==> src/rtl/core/blv_pkg.sv <==
// ----------------------------------------------------------------------------
// blv_pkg
// Shared types, constants and register codes of the battery level indicator.
// ----------------------------------------------------------------------------
package blv_pkg;

  // averaging window in ticks
  localparam int unsigned AVG_SAMPLES = 1000;

  localparam int SAMPLE_W = 16;
  localparam int SUM_W    = 26;
  localparam int COUNT_W  = 10;
  localparam int AVG_W    = 16;
  localparam int CFG_W    = 16;
  localparam int PADDR_W  = 5;
  localparam int PDATA_W  = 32;

  // divide by AVG_SAMPLES as a multiply by a rounded-up reciprocal; exact for
  // any sum below 2**SUM_W since the rounding error stays under 2**DIV_SHIFT
  localparam int DIV_SHIFT = SUM_W + $clog2(AVG_SAMPLES);
  localparam int RECIP_W   = SUM_W + 1;
  localparam int PROD_W    = SUM_W + RECIP_W;
  localparam longint unsigned DIV_RECIP =
    ((64'd1 << DIV_SHIFT) + 64'(AVG_SAMPLES) - 64'd1) / 64'(AVG_SAMPLES);
  localparam logic [RECIP_W-1:0] DIV_RECIP_V = RECIP_W'(DIV_RECIP);
  localparam logic [COUNT_W-1:0] AVG_COUNT   = COUNT_W'(AVG_SAMPLES);

  localparam logic [CFG_W-1:0] SETTLE_RESET = 16'd5000;
  localparam logic [CFG_W-1:0] BLINK_RESET  = 16'd500;

  typedef enum logic [1:0] {
    LVL_UNKNOWN  = 2'd0,
    LVL_UNDER75  = 2'd1,
    LVL_UNDER100 = 2'd2,
    LVL_FULL     = 2'd3
  } level_t;

  typedef enum logic [2:0] {
    REG_LEVEL_75_THRESHOLD = 3'd0,
    REG_CHARGE_OFFSET      = 3'd1,
    REG_LED_LOAD_OFFSET    = 3'd2,
    REG_AUDIO_LOAD_OFFSET  = 3'd3,
    REG_SETTLE_TICKS       = 3'd4,
    REG_BLINK_TICKS        = 3'd5
  } reg_idx_t;

  typedef struct packed {
    logic [CFG_W-1:0] level_75_threshold;
    logic [CFG_W-1:0] charge_offset;
    logic [CFG_W-1:0] led_load_offset;
    logic [CFG_W-1:0] audio_load_offset;
    logic [CFG_W-1:0] settle_ticks;
    logic [CFG_W-1:0] blink_ticks;
  } cfg_t;

  typedef struct packed {
    logic [SAMPLE_W-1:0] sample_voltage;
    logic                supply_present;
    logic                charger_full;
    logic                led_load_on;
    logic                audio_load_on;
  } tick_t;

  typedef struct packed {
    logic             pin_led_75;
    logic             pin_led_red;
    logic             pin_led_green;
    logic [AVG_W-1:0] average_voltage;
    logic [1:0]       shown_level;
  } status_t;

  // item handed from the averaging stages to the indicator stage
  typedef struct packed {
    logic             charger_full;
    logic             period_end;
    logic [AVG_W-1:0] quotient;
  } avg_item_t;

  // stage advance strobes
  typedef struct packed {
    logic acc_en;
    logic mul_en;
  } pipe_ctl_t;

endpackage

==> src/rtl/core/blv_avg.sv <==
// ----------------------------------------------------------------------------
// blv_avg
// Load correction, running sum over the averaging window and reciprocal divide.
// ----------------------------------------------------------------------------
module blv_avg (
  input  logic                clk,
  input  logic                rst,
  input  blv_pkg::cfg_t       cfg,
  input  blv_pkg::tick_t      tick,
  input  blv_pkg::pipe_ctl_t  ctl,
  output blv_pkg::avg_item_t  avg_item
);

  logic [blv_pkg::SUM_W-1:0]    sample_sum;
  logic [blv_pkg::COUNT_W-1:0]  sample_count;
  logic [blv_pkg::SUM_W-1:0]    sum_total;
  logic [blv_pkg::COUNT_W-1:0]  count_total;
  logic                         period_end;
  logic [blv_pkg::SAMPLE_W-1:0] corrected;
  logic [blv_pkg::SAMPLE_W+1:0] boosted;

  logic [blv_pkg::SUM_W-1:0]    s2_sum;
  logic                         s2_end;
  logic                         s2_charger;
  logic [blv_pkg::PROD_W-1:0]   product;
  blv_pkg::avg_item_t           s3_item;

  // load correction, saturated to the sample range
  always_comb begin
    boosted = {2'b00, tick.sample_voltage};
    if (tick.led_load_on) begin
      boosted = boosted + {2'b00, cfg.led_load_offset};
    end
    if (tick.audio_load_on) begin
      boosted = boosted + {2'b00, cfg.audio_load_offset};
    end
    if (tick.supply_present) begin
      corrected = (tick.sample_voltage > cfg.charge_offset) ?
                  tick.sample_voltage - cfg.charge_offset : '0;
    end else if (boosted[blv_pkg::SAMPLE_W+1:blv_pkg::SAMPLE_W] != 2'b00) begin
      corrected = '1;
    end else begin
      corrected = boosted[blv_pkg::SAMPLE_W-1:0];
    end
  end

  assign sum_total   = sample_sum + blv_pkg::SUM_W'(corrected);
  assign count_total = sample_count + blv_pkg::COUNT_W'(1);
  assign period_end  = (count_total >= blv_pkg::AVG_COUNT);

  always_ff @(posedge clk) begin
    if (rst) begin
      sample_sum   <= '0;
      sample_count <= '0;
    end else if (ctl.acc_en) begin
      sample_sum   <= period_end ? '0 : sum_total;
      sample_count <= period_end ? '0 : count_total;
    end
  end

  always_ff @(posedge clk) begin
    if (ctl.acc_en) begin
      s2_sum     <= sum_total;
      s2_end     <= period_end;
      s2_charger <= tick.charger_full;
    end
  end

  assign product = {{blv_pkg::RECIP_W{1'b0}}, s2_sum} *
                   {{blv_pkg::SUM_W{1'b0}}, blv_pkg::DIV_RECIP_V};

  always_ff @(posedge clk) begin
    if (ctl.mul_en) begin
      s3_item.charger_full <= s2_charger;
      s3_item.period_end   <= s2_end;
      s3_item.quotient     <= product[blv_pkg::DIV_SHIFT +: blv_pkg::AVG_W];
    end
  end

  assign avg_item = s3_item;

endmodule

==> src/rtl/core/blv_ind.sv <==
// ----------------------------------------------------------------------------
// blv_ind
// Level choice, settle delay, blink timers and LED pin drive.
// ----------------------------------------------------------------------------
module blv_ind (
  input  logic                clk,
  input  logic                rst,
  input  blv_pkg::cfg_t       cfg,
  input  logic                en,
  input  blv_pkg::avg_item_t  avg_item,
  output blv_pkg::status_t    status
);

  logic [blv_pkg::AVG_W-1:0] averaged_voltage, averaged_voltage_next;
  blv_pkg::level_t           pending_level, pending_level_next;
  blv_pkg::level_t           displayed_level, displayed_level_next;
  blv_pkg::level_t           level;
  logic [blv_pkg::CFG_W-1:0] settle_timer, settle_timer_next;
  logic [blv_pkg::CFG_W-1:0] blink_timer_low, blink_timer_low_next;
  logic [blv_pkg::CFG_W-1:0] blink_timer_mid, blink_timer_mid_next;
  logic [blv_pkg::CFG_W-1:0] settle_now, low_now, mid_now;
  logic [2:0]                led_pins, led_pins_next;  // green, red, 75

  always_comb begin
    averaged_voltage_next = avg_item.period_end ? avg_item.quotient : averaged_voltage;

    if (avg_item.charger_full) begin
      level = blv_pkg::LVL_FULL;
    end else if (averaged_voltage_next < cfg.level_75_threshold) begin
      level = blv_pkg::LVL_UNDER75;
    end else begin
      level = blv_pkg::LVL_UNDER100;
    end

    pending_level_next   = pending_level;
    displayed_level_next = displayed_level;
    settle_now           = settle_timer;
    if (pending_level == blv_pkg::LVL_UNKNOWN) begin
      pending_level_next   = level;
      displayed_level_next = level;
    end else if (pending_level != level) begin
      pending_level_next = level;
      settle_now         = cfg.settle_ticks;
    end
    if (displayed_level_next != pending_level_next && settle_now == '0) begin
      displayed_level_next = pending_level_next;
    end

    low_now       = blink_timer_low;
    mid_now       = blink_timer_mid;
    led_pins_next = led_pins;
    unique case (displayed_level_next)
      blv_pkg::LVL_UNDER75: begin
        if (blink_timer_low == '0) begin
          low_now       = cfg.blink_ticks;
          led_pins_next = {2'b11, ~led_pins[0]};
        end
      end
      blv_pkg::LVL_UNDER100: begin
        if (blink_timer_mid == '0) begin
          mid_now       = cfg.blink_ticks;
          led_pins_next = {1'b1, ~led_pins[1], 1'b0};
        end
      end
      blv_pkg::LVL_FULL: begin
        led_pins_next = 3'b011;
      end
      default: begin
        led_pins_next = 3'b111;
      end
    endcase

    // timers count down after the led logic, holding at zero
    settle_timer_next    = (settle_now != '0) ? settle_now - blv_pkg::CFG_W'(1) : '0;
    blink_timer_low_next = (low_now != '0) ? low_now - blv_pkg::CFG_W'(1) : '0;
    blink_timer_mid_next = (mid_now != '0) ? mid_now - blv_pkg::CFG_W'(1) : '0;
  end

  always_ff @(posedge clk) begin
    if (rst) begin
      averaged_voltage <= '0;
      pending_level    <= blv_pkg::LVL_UNKNOWN;
      displayed_level  <= blv_pkg::LVL_UNKNOWN;
      settle_timer     <= '0;
      blink_timer_low  <= '0;
      blink_timer_mid  <= '0;
      led_pins         <= '0;
    end else if (en) begin
      averaged_voltage <= averaged_voltage_next;
      pending_level    <= pending_level_next;
      displayed_level  <= displayed_level_next;
      settle_timer     <= settle_timer_next;
      blink_timer_low  <= blink_timer_low_next;
      blink_timer_mid  <= blink_timer_mid_next;
      led_pins         <= led_pins_next;
    end
  end

  assign status.pin_led_75      = led_pins[0];
  assign status.pin_led_red     = led_pins[1];
  assign status.pin_led_green   = led_pins[2];
  assign status.average_voltage = averaged_voltage;
  assign status.shown_level     = displayed_level;

endmodule

==> src/rtl/core/battery_level_led_indicator_core.sv <==
// ----------------------------------------------------------------------------
// battery_level_led_indicator_core
// Averages load-corrected battery samples and drives three status LED pins.
// ----------------------------------------------------------------------------
//
//  channel   dir  signals                              one transfer
//  tick      in   tick_valid, tick_stall, tick_data     one 1 ms tick sample
//  status    out  status_valid, status_stall, status_data   one pin/level update
//  config    in   psel, penable, pwrite, paddr, pwdata, prdata, pready
//
//  pipeline: one transfer per cycle sustained while status_stall is low;
//  stages are input register, accumulate, reciprocal multiply and the
//  level/led register, which also serves as the status output register
//  reset: rst is synchronous; clears pipeline valids, sums, levels, timers,
//  pins and the config registers (settle 5000, blink 500)
//  stalls: each stage holds while the one after it is full and not moving,
//  so tick transfers continue until every stage is occupied
//
module battery_level_led_indicator_core (
  input  logic                         clk,
  input  logic                         rst,
  // tick channel
  input  logic                         tick_valid,
  output logic                         tick_stall,
  input  blv_pkg::tick_t               tick_data,
  // status channel
  output logic                         status_valid,
  input  logic                         status_stall,
  output blv_pkg::status_t             status_data,
  // register port
  input  logic                         psel,
  input  logic                         penable,
  input  logic                         pwrite,
  input  logic [blv_pkg::PADDR_W-1:0]  paddr,
  input  logic [blv_pkg::PDATA_W-1:0]  pwdata,
  output logic [blv_pkg::PDATA_W-1:0]  prdata,
  output logic                         pready
);

  blv_pkg::cfg_t      cfg;
  blv_pkg::reg_idx_t  reg_idx;
  logic               cfg_write;

  blv_pkg::tick_t     s1_tick;
  logic               s1_valid, s2_valid, s3_valid;
  logic               s1_free, s2_free, s3_free, out_free;
  logic               s1_adv, s2_adv, s3_adv;
  logic               tick_take;
  blv_pkg::pipe_ctl_t ctl;
  blv_pkg::avg_item_t avg_item;

  // ---------------------------------------------------------------- registers
  assign pready    = 1'b1;
  assign reg_idx   = blv_pkg::reg_idx_t'(paddr[blv_pkg::PADDR_W-1:2]);
  assign cfg_write = psel && penable && pwrite;

  always_ff @(posedge clk) begin
    if (rst) begin
      cfg.level_75_threshold <= '0;
      cfg.charge_offset      <= '0;
      cfg.led_load_offset    <= '0;
      cfg.audio_load_offset  <= '0;
      cfg.settle_ticks       <= blv_pkg::SETTLE_RESET;
      cfg.blink_ticks        <= blv_pkg::BLINK_RESET;
    end else if (cfg_write) begin
      unique case (reg_idx)
        blv_pkg::REG_LEVEL_75_THRESHOLD: cfg.level_75_threshold <= pwdata[15:0];
        blv_pkg::REG_CHARGE_OFFSET:      cfg.charge_offset      <= pwdata[15:0];
        blv_pkg::REG_LED_LOAD_OFFSET:    cfg.led_load_offset    <= pwdata[15:0];
        blv_pkg::REG_AUDIO_LOAD_OFFSET:  cfg.audio_load_offset  <= pwdata[15:0];
        blv_pkg::REG_SETTLE_TICKS:       cfg.settle_ticks       <= pwdata[15:0];
        blv_pkg::REG_BLINK_TICKS:        cfg.blink_ticks        <= pwdata[15:0];
        default: begin
        end
      endcase
    end
  end

  // read mux, unused addresses read as zero
  always_comb begin
    unique case (reg_idx)
      blv_pkg::REG_LEVEL_75_THRESHOLD: prdata = {16'd0, cfg.level_75_threshold};
      blv_pkg::REG_CHARGE_OFFSET:      prdata = {16'd0, cfg.charge_offset};
      blv_pkg::REG_LED_LOAD_OFFSET:    prdata = {16'd0, cfg.led_load_offset};
      blv_pkg::REG_AUDIO_LOAD_OFFSET:  prdata = {16'd0, cfg.audio_load_offset};
      blv_pkg::REG_SETTLE_TICKS:       prdata = {16'd0, cfg.settle_ticks};
      blv_pkg::REG_BLINK_TICKS:        prdata = {16'd0, cfg.blink_ticks};
      default:                         prdata = '0;
    endcase
  end

  // ---------------------------------------------------------- pipeline control
  // a stage can take a new item when empty or when its item moves on this cycle
  assign out_free = !status_valid || !status_stall;
  assign s3_adv   = s3_valid && out_free;
  assign s3_free  = !s3_valid || out_free;
  assign s2_adv   = s2_valid && s3_free;
  assign s2_free  = !s2_valid || s3_free;
  assign s1_adv   = s1_valid && s2_free;
  assign s1_free  = !s1_valid || s2_free;

  assign tick_stall = !s1_free;
  assign tick_take  = tick_valid && s1_free;

  assign ctl.acc_en = s1_adv;
  assign ctl.mul_en = s2_adv;

  always_ff @(posedge clk) begin
    if (rst) begin
      s1_valid     <= 1'b0;
      s2_valid     <= 1'b0;
      s3_valid     <= 1'b0;
      status_valid <= 1'b0;
    end else begin
      s1_valid     <= tick_take || (s1_valid && !s1_adv);
      s2_valid     <= s1_adv || (s2_valid && !s2_adv);
      s3_valid     <= s2_adv || (s3_valid && !s3_adv);
      status_valid <= s3_adv || (status_valid && status_stall);
    end
  end

  // input register
  always_ff @(posedge clk) begin
    if (tick_take) begin
      s1_tick <= tick_data;
    end
  end

  // correction, accumulation and divide by the window length
  blv_avg u_avg (
    .clk      (clk),
    .rst      (rst),
    .cfg      (cfg),
    .tick     (s1_tick),
    .ctl      (ctl),
    .avg_item (avg_item)
  );

  // level selection and led drive; its state registers are the status payload
  blv_ind u_ind (
    .clk      (clk),
    .rst      (rst),
    .cfg      (cfg),
    .en       (s3_adv),
    .avg_item (avg_item),
    .status   (status_data)
  );

endmodule

==> config.mk <==
export PLATFORM = sky130hd
export DESIGN_NAME = battery_level_led_indicator_core
export DESIGN_NICKNAME = d
export VERILOG_FILES = /design/src/rtl/core/blv_pkg.sv /design/src/rtl/core/blv_avg.sv /design/src/rtl/core/blv_ind.sv /design/src/rtl/core/battery_level_led_indicator_core.sv
export SDC_FILE = /design/constraint.sdc
export NUM_CORES = 1
export LEC_CHECK = 0
export ABC_AREA = 1
export BUFFER_PORTS_ARGS = -buffer_cell sky130_fd_sc_hd__buf_2
export CAP_MARGIN = 20
export CORE_UTILIZATION = 30
export CTS_BUF_LIST = sky130_fd_sc_hd__clkbuf_16
export CTS_CLUSTER_SIZE = 28
export DETAILED_ROUTE_END_ITERATION = 8
export PLACE_DENSITY = 0.45
export SYNTH_ARGS = -nofsm -noshare
export SYNTH_HDL_FRONTEND = slang
export SYNTH_SLANG_ARGS = --single-unit
==> constraint.sdc <==
create_clock -name clk -period 11.5 [get_ports clk]
set_input_delay 2.3 -clock clk [delete_from_list [all_inputs] [get_ports clk]]
set_output_delay 2.3 -clock clk [all_outputs]
set_load 0.005 [all_outputs]
==> results.tsv <==
stage	metric	value	unit
cts	clock tree buffer depth	3	
detailed_routing	via/cell ratio	4.653	
finish	Non-Filler Cell Area, Final	0.02920	mm2
finish	synthesis-to-finish area growth	9.956	%
power	reported net switching power	5.081	mW
sta	worst-case hold slack	0.4493	ns
critical_path	kind of cell with the highest combined delay on the critical path	compound AO/OA/AOI/OAI gates	
power	VDD IR max	0.4704	mV
synthesis	most common cell in the synthesized netlist	sky130_fd_sc_hd__inv_1	
floorplan	# IOs	120	
cts	Post-CTS Resized	0	
power	part of the total power dissipated in combinational logic	0.764	
detailed_routing	routed length per placed instance	17.33	um
cts	cell at the root of the clock tree	sky130_fd_sc_hd__clkbuf_16	
critical_path	CP Buf/Inv Count	5	
critical_path	Max stage delay cell, worst path	sky130_fd_sc_hd__clkinv_1	
synthesis	Post-Syn Area per Cell	7.857	um2
sta	final setup TNS	0	ns
critical_path	worst setup path startpoint	s1_tick[1]	
synthesis	distinct cell type count after synthesis	52	
status	outcome	completed	
power	total power consumption of the routed design	9.483	mW
detailed_routing	Routed WL	79.80	mm
sta	maximum clock frequency	122.8	MHz
power	Internal Dissipation	4.402	mW
sta	endpoints failing hold	0	
power	leakage power	14.07	nW
critical_path	worst reg2reg endpoint	u_avg.sample_sum[25]	
global_routing	global route total overflow	0	
critical_path	WS Path Type	reg2reg	
synthesis	post-synthesis cell type with the largest combined area	sky130_fd_sc_hd__ha_1	
hold_path	worst hold path class	reg2reg	
sta	endpoints failing setup	0	
floorplan	y dimension of the die	299.5	um
sta	remaining max-slew budget at the tightest pin	0.3158	
place	DP HPWL	63.44	mm
finish	final net count	4055	
finish	ratio of cells with drive above 1 in the final layout	0.05712	
power	Net Sw Frac	0.5358	
cts	count of hold-fix buffers inserted at cts	0	
cts	number of buffers inserted by post-CTS setup repair	0	
cts	clock tree from TritonCTS	done	
power	Pwr per Cell Area	324.8	mW/mm2
critical_path	Critical Path Source Type	register	
cts	Num Clock Sinks	273	
floorplan	Rows	108	
power	share of total power in sequential cells	0.121	
sta	Pins Over Slew Limit	0	
critical_path	cell depth of the worst setup path	46	
sta	RSZ-0062 raised after global routing	no	
floorplan	full die area	0.08971	mm2
floorplan	die width	299.5	um
finish	fill cell instance count of the final layout	9373	
floorplan	Core Box Area	0.08716	mm2
cts	H-tree levels	2	
global_routing	largest net degree at the start of global routing	68	
power	clock network fraction of design power	0.114	
cts	clock latency on the worst-skew pair	0.55	ns
critical_path	largest fanout of any net on the critical path	26	
critical_path	depth of the worst register-to-register path	46	
place	Placement Setup Slack	3.319	ns
synthesis	Seq cells post-synth	273	
synthesis	synthesized cell area	0.02656	mm2
sta	fin crit period	8.144	ns
synthesis	EDFF count, synth	66	
detailed_routing	Post-route DRC	0	
synthesis	top post-synthesis cells by count	sky130_fd_sc_hd__inv_1 (636), sky130_fd_sc_hd__nand2_1 (586), sky130_fd_sc_hd__ha_1 (352), sky130_fd_sc_hd__a21oi_1 (282), sky130_fd_sc_hd__o21ai_0 (266)	
run	maxcap violations	0	
critical_path	R2R Setup Slk	3.36	ns
critical_path	Arr. time, crit path	8.60	ns
detailed_routing	DR vias	21430	
place	Placed Area	0.02806	mm2
synthesis	most area-consuming cells after synthesis	sky130_fd_sc_hd__ha_1 (17%), sky130_fd_sc_hd__fa_1 (16%), sky130_fd_sc_hd__dfxtp_1 (16%), sky130_fd_sc_hd__inv_1 (9.0%), sky130_fd_sc_hd__nand2_1 (8.3%)	
synthesis	Yosys warning total	0	
cts	cts bufs inserted	35	
sta	setup slack of the critical path after layout	3.356	ns
synthesis	Synth Instances	3380	
detailed_routing	count of routing violations after the opening detailed-route iteration	1146	
synthesis	prevailing post-synth register cell	sky130_fd_sc_hd__dfxtp_1	
floorplan	Initial Utilization	0.3047	
cts	clock slew seen by the registers of the worst setup and hold paths	0.06	ns
global_routing	global-route usage over all layers	0.1800	
critical_path	crit path capture type	register	
critical_path	crit-path max cell delay	0.69	ns
synthesis	Post-synth ARST share	0	
critical_path	launch instance of the worst register-to-register path	s1_tick[1]	
detailed_routing	length of the first detailed-routing pass in iterations	5	
global_routing	number of antenna violations at the first check in global routing	1	
critical_path	most frequent cell on the critical path	sky130_fd_sc_hd__nand2_1	
global_routing	number of global-route vias before repair	21730	
finish	area taken by flip-flops and latches	0.006126	mm2
critical_path	required time reported for the critical path endpoint	11.96	ns
finish	multi-input gate area in the final layout	0.01755	mm2
place	Buffers on Ports	84	
critical_path	Critical path destination	u_avg.sample_sum[25]	
global_routing	global-route wire length before repair	125.4	mm
synthesis	share of the synthesized area in the top cell type	0.1658	
place	last weighted congestion value of the routability-driven placer	0.8768	
sta	slew at the pin with the worst max-slew slack	1.026	ns
synthesis	sequential share of the synthesized area	0.2307	
detailed_routing	number of nets still failing antenna checks after routing	0	
sta	clock tree skew after final layout	0.02333	ns
sta	final critical-path share of the clock period	0.7081	
[worst min-delay path by stage]
stage                           from                    end  slack, ns  depth (start not counted)
3_5_place_dp   u_ind.settle_timer[9]  u_ind.settle_timer[9]       0.45                          2
6_report                u_avg.s2_end     u_avg.avg_item[16]       0.45                          0
3_3_place_gp   u_ind.settle_timer[9]  u_ind.settle_timer[9]       0.45                          2
4_1_cts        u_ind.settle_timer[9]  u_ind.settle_timer[9]       0.46                          2
5_1_grt                 u_avg.s2_end     u_avg.avg_item[16]       0.48                          0
2_1_floorplan           u_avg.s2_end     u_avg.avg_item[16]       0.40                          0
[layout by cell type (no fill, tap or decap), drive strengths merged, types with 60 or more instances in the layout]
cell type / synthesis / final
edfxtp: 66 / 66
nor2: 235 / 235
fa: 216 / 216
nand3: 124 / 124
o21ai: 268 / 268
ha: 352 / 352
buf: 33 / 99
inv: 641 / 644
dfxtp: 207 / 207
a21oi: 282 / 282
nand2: 601 / 601
xor2: 60 / 60
[per-stage QoR]
stage / util / std cells
global route: 0.3350 / 4604
floorplan: - / 3395
finish: 0.3350 / 4605
detailed placement: 0.3220 / 4539
global placement: 0.3220 / 4539
CTS: 0.3347 / 4602
[layout make-up]
cell class	instances	share of cell area
multi-input combinational	2369	0.6009
tap	1155	0.04949
timing repair buffer	99	0.01860
clock buffer	37	0.03171
sequential	273	0.2098
antenna	1	0.00008570
clock inverter	26	0.006299
inverter	645	0.08309
[state kept, by name, indices dropped and copies added (netlist names), 3 cells and up]
| name | cells |
|---|---|
| u_ind.blink_timer_low | 16 |
| u_avg.avg_item | 18 |
| u_avg.sample_count | 10 |
| u_ind.led_pins | 3 |
| cfg | 96 |
| s1_tick | 20 |
| u_ind.blink_timer_mid | 16 |
| u_ind.averaged_voltage | 16 |
| u_avg.s2_sum | 26 |
| u_avg.sample_sum | 26 |
| u_ind.settle_timer | 16 |
[metal layers]
| layer | up-vias | routed length (um) | global-route usage |
|---|---|---|---|
| met3 | 76 | 3010 | 0.01964 |
| met5 | - | 0 | 0 |
| li1 | 10960 | - | - |
| met1 | 10020 | 37740 | 0.2428 |
| met2 | 376 | 37210 | 0.3059 |
| met4 | 0 | 1839 | 0.04410 |
[cells by family (layout without fill, tap and decap cells)]
kind of cell,count (synthesis),in the layout,share of synthesized area
flip-flops,273,273,0.2307
adder cells (fa/ha/maj),568,568,0.3287
buffers and inverters,753,807,0.1115
AND/OR/NAND/NOR,1039,1039,0.1653
XOR/XNOR,88,88,0.02902
AO/OA/AOI/OAI,657,657,0.1345
other,2,18,0.0002828
[power by group through the flow]
stage / clock network [mW] / registers, mW / logic, mW
final: 1.08 / 1.15 / 7.25
after global routing: 1.15 / 1.16 / 8.45
after CTS: 1.12 / 1.15 / 7.35
after detailed placement: 0 / 1.17 / 7.27
after global placement: 0 / 1.17 / 7.29
after floorplan: 0 / 1.14 / 5.26
[worst register-to-register path, delay by kind of cell, from the launching register on]
family | cells | cell delay [ns]
buffers and inverters | 5 | 0.98
adders and majority gates | 2 | 0.79
and+or+nand+nor | 21 | 2.48
xor gates and xnor gates | 1 | 0.24
DFF | 1 | 0.59
AOI/OAI and AO/OA | 17 | 2.98
(Power assumes the default switching activity.)
